===== src/hw/rtl/swmo_pkg.sv =====
// Shared constants, token type and length helper for the sliding-window minimum offset unit.
`timescale 1ns / 1ps
`default_nettype none

package swmo_pkg;

    localparam int MAX_WINDOW = 64;
    localparam int SAMPLE_W   = 32;
    localparam int LEN_W      = 7;
    localparam int OFF_W      = 6;

    // Largest sample value; seeds the minimum search in the first cell.
    localparam logic signed [SAMPLE_W-1:0] SAMPLE_MAX = {1'b0, {(SAMPLE_W-1){1'b1}}};

    localparam logic [LEN_W-1:0] WINDOW_LENGTH_RESET = LEN_W'(14);

    // Running-minimum token that walks the cell chain.
    typedef struct packed {
        logic                       valid;
        logic signed [SAMPLE_W-1:0] val;
        logic [OFF_W-1:0]           off;
    } tok_t;

    // Zero acts as one, anything above the store depth is clamped to it.
    function automatic logic [LEN_W-1:0] eff_len(input logic [LEN_W-1:0] w);
        logic [LEN_W-1:0] r;
        begin
            r = w;
            if (w == '0)
                r = LEN_W'(1);
            else if (w > LEN_W'(MAX_WINDOW))
                r = LEN_W'(MAX_WINDOW);
            return r;
        end
    endfunction

endpackage

`default_nettype wire


===== src/hw/rtl/swmo_cell.sv =====
// One cell of the window chain: holds one sample and updates the passing minimum token.
`timescale 1ns / 1ps
`default_nettype none

module swmo_cell (
    input  wire logic                                     clk,
    input  wire logic                                     rst_n,
    input  wire logic                                     shift_en,
    input  wire logic signed [swmo_pkg::SAMPLE_W-1:0]     shift_in,
    output      logic signed [swmo_pkg::SAMPLE_W-1:0]     store_out,
    input  wire logic [swmo_pkg::OFF_W-1:0]               cell_idx,
    input  wire swmo_pkg::tok_t                           tok_in,
    output      swmo_pkg::tok_t                           tok_out
);

    logic signed [swmo_pkg::SAMPLE_W-1:0] store_reg;
    logic                                 tok_valid_reg;
    logic                                 tok_valid_next;
    logic signed [swmo_pkg::SAMPLE_W-1:0] tok_val_reg;
    logic signed [swmo_pkg::SAMPLE_W-1:0] tok_val_next;
    logic [swmo_pkg::OFF_W-1:0]           tok_off_reg;
    logic [swmo_pkg::OFF_W-1:0]           tok_off_next;

    // advance the sample one place down the window
    always_ff @(posedge clk)
    begin
        if (shift_en)
            store_reg <= shift_in;
    end

    // an older sample wins only if strictly smaller
    always_comb
    begin
        tok_valid_next = tok_in.valid;
        tok_val_next   = tok_in.val;
        tok_off_next   = tok_in.off;
        if (store_reg < tok_in.val)
        begin
            tok_val_next = store_reg;
            tok_off_next = cell_idx;
        end
    end

    always_ff @(posedge clk or negedge rst_n)
    begin
        if (!rst_n)
            tok_valid_reg <= 1'b0;
        else
            tok_valid_reg <= tok_valid_next;
    end

    always_ff @(posedge clk)
    begin
        tok_val_reg <= tok_val_next;
        tok_off_reg <= tok_off_next;
    end

    assign store_out     = store_reg;
    assign tok_out.valid = tok_valid_reg;
    assign tok_out.val   = tok_val_reg;
    assign tok_out.off   = tok_off_reg;

endmodule

`default_nettype wire


===== config.mk =====
export PLATFORM = sky130hd
export DESIGN_NAME = swmo_cell
export DESIGN_NICKNAME = d
export VERILOG_FILES = /design/src/hw/rtl/swmo_pkg.sv /design/src/hw/rtl/swmo_cell.sv
export SDC_FILE = /design/constraint.sdc
export NUM_CORES = 1
export LEC_CHECK = 0
export BUFFER_PORTS_ARGS = -buffer_cell sky130_fd_sc_hd__buf_2
export CAP_MARGIN = 20
export CORE_ASPECT_RATIO = 1.75
export CORE_MARGIN = 2
export CORE_UTILIZATION = 46
export CTS_BUF_LIST = sky130_fd_sc_hd__clkbuf_16
export CTS_CLUSTER_DIAMETER = 150
export CTS_CLUSTER_SIZE = 12
export DETAILED_ROUTE_END_ITERATION = 8
export GPL_ROUTABILITY_DRIVEN = 0
export GPL_TIMING_DRIVEN = 0
export PLACE_DENSITY = 0.8
export SETUP_SLACK_MARGIN = 0.5
export SLEW_MARGIN = 5
export SYNTH_ARGS = -nofsm -noshare
export SYNTH_HDL_FRONTEND = slang
export SYNTH_SLANG_ARGS = --single-unit

===== constraint.sdc =====
create_clock -name clk -period 3.7 [get_ports clk]
set_clock_uncertainty 0.05 [all_clocks]
set_input_delay 0 -clock clk [delete_from_list [all_inputs] [get_ports clk]]
set_output_delay 0 -clock clk [all_outputs]
set_load 0.1 [all_outputs]

==> impl_metrics.json, run 1 <==
{
  "status": "finished clean",
  "grt_pass1_vias": 2911,
  "postRouteAntennaNets": 0,
  "syn_avg_cell_area_um2": 13.4,
  "vias": 2696,
  "synth_edf_count": 32,
  "rsz0062_at_grt": "false",
  "crit_required_ns": 3.86,
  "ios": 151,
  "multi_input_area_um2": 1110,
  "die_h_um": 111,
  "ys_seq_area_share_pct": 57.8,
  "clkLatencyLatePin_ns": 0.33,
  "nFillCells": 418,
  "cts.clk_slew.worst_paths_ns": 0.05,
  "grt_pass1_wl_um": 13200,
  "grt_max_degree": 33,
  "final_cells": 556,
  "cts_made_buffers": 9,
  "grt_util_all_layers_pct": 24.7,
  "dp_hpwl_um": 5320,
  "drive_above_1_share_pct": 43.2,
  "core_area_um2": 6440,
  "min_period_over_period_pct": 76.4,
  "cts_root_buf": "clkbuf_16",
  "p_leak_nw": 2.41,
  "tns_ns": 0,
  "relSlewSlack_pct": 46.7,
  "ys_types": 28,
  "initialDrtViolationCount": 122,
  "htreeDepth": 3,
  "worst_slew_pin_slew_ns": 0.799,
  "dp_cells": 457,
  "avgViaCountPerCell": 4.85,
  "critPathTopFamily": "compound AO/OA/AOI/OAI gates",
  "port_buffers": 150,
  "cts_tree": "yes",
  "power.clock.fraction_pct": 25.1,
  "initial_core_util_pct": 46.9,
  "nNetsFinal": 578,
  "swShare_pct": 43.5,
  "power_frac_seq_pct": 33.1,
  "synthToLayoutAreaGrowth_pct": 63.4,
  "synthFlopType": "dfxtp_1",
  "die_x_um": 65.3,
  "path_common_cell": "a211o_1",
  "grt_overflow": 0,
  "cts_resized": 0,
  "crit_path_start_kind": "flip-flop",
  "finalHoldViolations": 0,
  "regArea_um2": 1750,
  "crit_arrival_ns": 2.99,
  "power.total_mw": 2.93,
  "p_int_mw": 1.66,
  "critPathCaptureType": "flip-flop",
  "ys_async_sr_fraction_pct": 1.41,
  "critPathMaxStageDelay_ns": 0.41,
  "switchingPower_mw": 1.28,
  "cpMaxStageDelayCell": "edfxtp_1",
  "dieArea_um2": 7260,
  "synthesis.instances": 225,
  "cts.sinks": 71,
  "path_max_fanout": 10,
  "power_density_nw_per_um2": 594,
  "ys_warn_count": 0,
  "maxSlewViolCount": 0,
  "rows": 39,
  "cp_num_buf_inv": 1,
  "hold_class": "primary input to flip-flop",
  "setup_violations": 0,
  "drtPass1Iterations": 5,
  "syn_area_um2": 3020,
  "fin_util_pct": 76.7,
  "p_comb_share_pct": 41.8,
  "synth_nets": 336,
  "period_needed_ns": 2.83,
  "drcViolationCount": 0,
  "wire_per_inst_um": 15.5,
  "cts_buffer_depth": 2,
  "wirelength_um": 8640,
  "ys_ff_latch": 71,
  "peakVddDrop_v": 0.000442,
  "fmax_mhz": 354,
  "antenna_found_initial": 2,
  "maxCapViolCount": 0,
  "crit_chain": "ha_1 > a211o_1 > a31oi_1 > o221ai_1 > a211o_1 > a211oi_4 > buf_6 > mux2_2",
  "crit_type": "flip-flop to flip-flop"
}
-- routing by layer --
layer	routed length (µm)	vias up	GRT usage (%)	part of all wire, %
li1	-	1297	-	-
met1	2790	1271	21.3	32
met2	5100	101	48.2	59
met3	383	27	4.97	4.4
met4	367	0	15.1	4.2
met5	0	-	0	0
-- path summary, 6_finish.rpt --
kind                                        startpoint                 endpoint  slack, ns  cells after the start
worst max-delay path            store_out[2]$_DFFE_PP_  tok_val_reg[29]$_DFF_P_       0.87                      8
worst min-delay path                        tok_in[38]  tok_valid_reg$_DFF_PN0_       0.26                      2
worst max register to register  store_out[2]$_DFFE_PP_  tok_val_reg[29]$_DFF_P_       0.87                      8
worst min register to register  store_out[0]$_DFFE_PP_   tok_val_reg[0]$_DFF_P_       0.48                      1
max in group asynchronous                        rst_n  tok_valid_reg$_DFF_PN0_       3.04                      3
min in group asynchronous                        rst_n  tok_valid_reg$_DFF_PN0_       0.46                      3
-- placed cells by master, fill, tap and decap left out, drive strengths merged, types with 2 or more instances in the layout --
cell type,synthesis,layout
a211o,2,2
nor2,4,4
a211oi,2,2
and4,2,2
dlygate4sd3,0,79
and2,2,2
a21oi,12,12
inv,32,36
diode,0,2
clkbuf,0,9
a21o,2,2
dfxtp,38,38
edfxtp,32,32
nand2,7,7
nand4,3,3
buf,4,156
ha,31,31
nand3,3,3
mux2,38,38
clkinv,0,3
o21ai,3,3
-- cell usage after synthesis (all sizes together), types with 2 or more instances --
cell / number / area share [%]
dfxtp: 38 / 25
mux2: 38 / 14
edfxtp: 32 / 32
inv: 32 / 4.0
ha: 31 / 13
a21oi: 12 / 2.0
nand2: 7 / 0.87
buf: 4 / 1.4
nor2: 4 / 0.50
nand3: 3 / 0.50
nand4: 3 / 0.62
o21ai: 3 / 0.50
a211o: 2 / 0.58
a211oi: 2 / 1.1
a21o: 2 / 0.50
and2: 2 / 0.41
and4: 2 / 0.58
-- stage by stage --
| step | instance area [µm²] | hold slack, ns | worst slack [ns] |
|---|---|---|---|
| global route | 4940 | 0.260 | 0.745 |
| global placement | 3870 | -0.276 | 0.622 |
| floorplan | 3020 | -0.346 | 0.403 |
| detailed placement | 3870 | -0.275 | 0.641 |
| CTS | 4920 | 0.249 | 0.620 |
| finish | 4940 | 0.257 | 0.872 |
-- final cells by class --
type	count	area share (%)
Timing Repair Buffer	231	31.5
Clock inverter	7	0.557
Tap cell	82	2.08
Buffer	4	0.836
Antenna cell	2	0.101
Inverter	32	2.43
Sequential cell	71	35.4
Clock buffer	9	4.56
Multi-Input combinational cell	118	22.5
-- power by group through the flow --
stage	combinational, mW	clock [mW]	sequential, mW
6_report	1.22	0.737	0.970
4_1_cts	1.21	0.747	0.968
3_3_place_gp	1.13	0	0.978
3_5_place_dp	1.14	0	0.984
5_1_grt	1.27	0.776	0.979
2_1_floorplan	0.209	0	1.72
-- timing repair --
action	4_1_cts	5_1_grt
buffers inserted	0	2
endpoints found under the hold margin	72	0
setup endpoints to repair	0	6
hold buffers	79	0
-- cell families (layout without fill, tap and decap cells) --
group | count (synthesis) | in the layout | synth area share [%]
AO/OA/AOI/OAI | 26 | 26 | 5.96
AND/OR/NAND/NOR | 23 | 23 | 3.89
buffers and inverters | 36 | 283 | 5.34
flip-flops | 71 | 71 | 57.8
other | 0 | 2 | 0
adder cells (fa/ha/maj) | 31 | 31 | 12.8
multiplexers | 38 | 38 | 14.2
Note: power is estimated with default switching activity, not from simulation.
==> run 2: changes to the inputs <==
--- a/config.mk
+++ b/config.mk
@@ -9,14 +9,14 @@
 export CAP_MARGIN = 20
 export CORE_ASPECT_RATIO = 1.75
 export CORE_MARGIN = 2
-export CORE_UTILIZATION = 46
+export CORE_UTILIZATION = 41
 export CTS_BUF_LIST = sky130_fd_sc_hd__clkbuf_16
 export CTS_CLUSTER_DIAMETER = 150
 export CTS_CLUSTER_SIZE = 12
 export DETAILED_ROUTE_END_ITERATION = 8
 export GPL_ROUTABILITY_DRIVEN = 0
 export GPL_TIMING_DRIVEN = 0
-export PLACE_DENSITY = 0.8
+export PLACE_DENSITY = 0.76
 export SETUP_SLACK_MARGIN = 0.5
 export SLEW_MARGIN = 5
 export SYNTH_ARGS = -nofsm -noshare
==> constraint.sdc (replaced) <==
create_clock -name clk -period 2.55 [get_ports clk]
set_clock_uncertainty 0.05 [all_clocks]
set_input_delay 0 -clock clk [delete_from_list [all_inputs] [get_ports clk]]
set_output_delay 0 -clock clk [all_outputs]
set_load 0.1 [all_outputs]
==> impl_metrics.json, run 2 (synthesized netlist as in run 1, its figures left out) <==
{
  "cts.sinks": 71,
  "htreeDepth": 3,
  "power_density_nw_per_um2": 859,
  "rows": 41,
  "die_h_um": 118,
  "rsz0062_at_grt": "true",
  "ios": 151,
  "wirelength_um": 9000,
  "avgViaCountPerCell": 4.80,
  "grt_util_all_layers_pct": 22.2,
  "clkLatencyLatePin_ns": 0.33,
  "die_x_um": 68.9,
  "crit_type": "flip-flop to flip-flop",
  "maxCapViolCount": 0,
  "final_cell_mix": "buf_2, dlygate4sd3_1, dfxtp_1",
  "nNetsFinal": 588,
  "synthToLayoutAreaGrowth_pct": 75.1,
  "n_antenna_cell": 0,
  "port_buffers": 150,
  "postRouteAntennaNets": 0,
  "min_period_over_period_pct": 107,
  "worst_slew_pin_slew_ns": 0.781,
  "setup_violations": 37,
  "grt_pass1_vias": 2980,
  "cts_root_buf": "clkbuf_16",
  "crit_arrival_ns": 2.89,
  "grt_pass1_wl_um": 13200,
  "critPathCaptureType": "flip-flop",
  "vias": 2720,
  "p_leak_nw": 2.66,
  "hold_class": "primary input to flip-flop",
  "mostFrequentLayoutCell": "buf_2",
  "drcViolationCount": 0,
  "drtPass1Iterations": 4,
  "peakVddDrop_v": 0.000564,
  "fmax_mhz": 368,
  "cts_buffer_depth": 2,
  "grt_overflow": 0,
  "path_max_fanout": 7,
  "nFillCells": 477,
  "dp_hpwl_um": 5260,
  "cts_made_buffers": 9,
  "drive_above_1_share_pct": 45.9,
  "grt_max_degree": 33,
  "place_ws_ns": -0.676,
  "setup_ws_ns": -0.169,
  "violations": "setup timing",
  "crit_required_ns": 2.72,
  "antenna_found_initial": 0,
  "cts.clk_slew.worst_paths_ns": 0.05,
  "status": "complete, but fails checks",
  "core_area_um2": 7180,
  "initial_core_util_pct": 42.1,
  "finalHoldViolations": 0,
  "fin_util_pct": 73.7,
  "cts_tree": "yes",
  "crit_path_start_kind": "flip-flop",
  "initialDrtViolationCount": 120,
  "rrSetupSlack_ns": -0.17,
  "wire_per_inst_um": 15.9,
  "maxSlewViolCount": 0,
  "period_needed_ns": 2.72,
  "relSlewSlack_pct": 47.9,
  "dieArea_um2": 8100
}
==> run 2: stage by stage <==
stage | setup TNS [ns] | total power, mW | cells | area, µm² | hold WS [ns]
after CTS | -7.17 | 4.43 | 561 | 5100 | 0.256
after global placement | -20.20 | 3.06 | 461 | 3880 | -0.276
after global routing | -12.21 | 4.70 | 567 | 5290 | 0.270
final | -5.57 | 4.55 | 567 | 5290 | 0.248
after detailed placement | -23.31 | 3.08 | 461 | 3880 | -0.272
after floorplan | -26.82 | 2.79 | 225 | 3020 | -0.346
==> run 2: worst paths after layout <==
check	startpoint	end	cells past startpoint
worst max-delay path	store_out[2]$_DFFE_PP_	tok_val_reg[11]$_DFF_P_	9
max in group asynchronous	rst_n	tok_valid_reg$_DFF_PN0_	3
min in group asynchronous	rst_n	tok_valid_reg$_DFF_PN0_	3
worst min-delay path	shift_en	store_out[16]$_DFFE_PP_	1
worst max register to register	store_out[2]$_DFFE_PP_	tok_val_reg[11]$_DFF_P_	9
worst min register to register	store_out[8]$_DFFE_PP_	tok_val_reg[8]$_DFF_P_	1
==> run 2: routing by layer <==
layer | global-route usage, % | vias up | part of all wire, %
met1 | 19.3 | 1283 | 34
met5 | 0 | - | 0
met4 | 12.9 | 0 | 4.3
met3 | 5.07 | 32 | 4.8
met2 | 42.1 | 104 | 57
li1 | - | 1301 | -
==> run 2: layout make-up <==
cell class / instances / area [µm²] / area share [%]
clock inverter: 6 / 48.8 / 0.922
clock buffer: 9 / 225 / 4.26
inverter: 32 / 120 / 2.27
multi-input combinational: 118 / 1300 / 24.5
timing repair buffer: 241 / 1680 / 31.8
tap: 86 / 108 / 2.03
sequential: 71 / 1750 / 33.0
buffer: 4 / 62.6 / 1.18
==> run 2: critical path, stage by stage (launching register included) <==
cell and delay [ns]:
edfxtp_1 0.43, ha_4 0.27, a211o_1 0.26, a31oi_2 0.17
o221ai_2 0.16, a211o_4 0.37, a211oi_4 0.21, buf_6 0.20
clkbuf_16 0.17, mux2_4 0.30
==> run 2: report_power, final <==
group,internal [mW],switching (mW)
Clock,0.733,0.432
Sequential,1.35,0.0644
Combinational,0.566,1.40
==> run 2: repair_timing <==
item                       in CTS  in global routing
pin swaps                       3                  7
buffers inserted                6                  4
hold buffers                   79                  0
setup endpoints to repair      38                 38
hold endpoints to repair       72                  0
gates resized for setup        25                 28
cloned                          0                  2
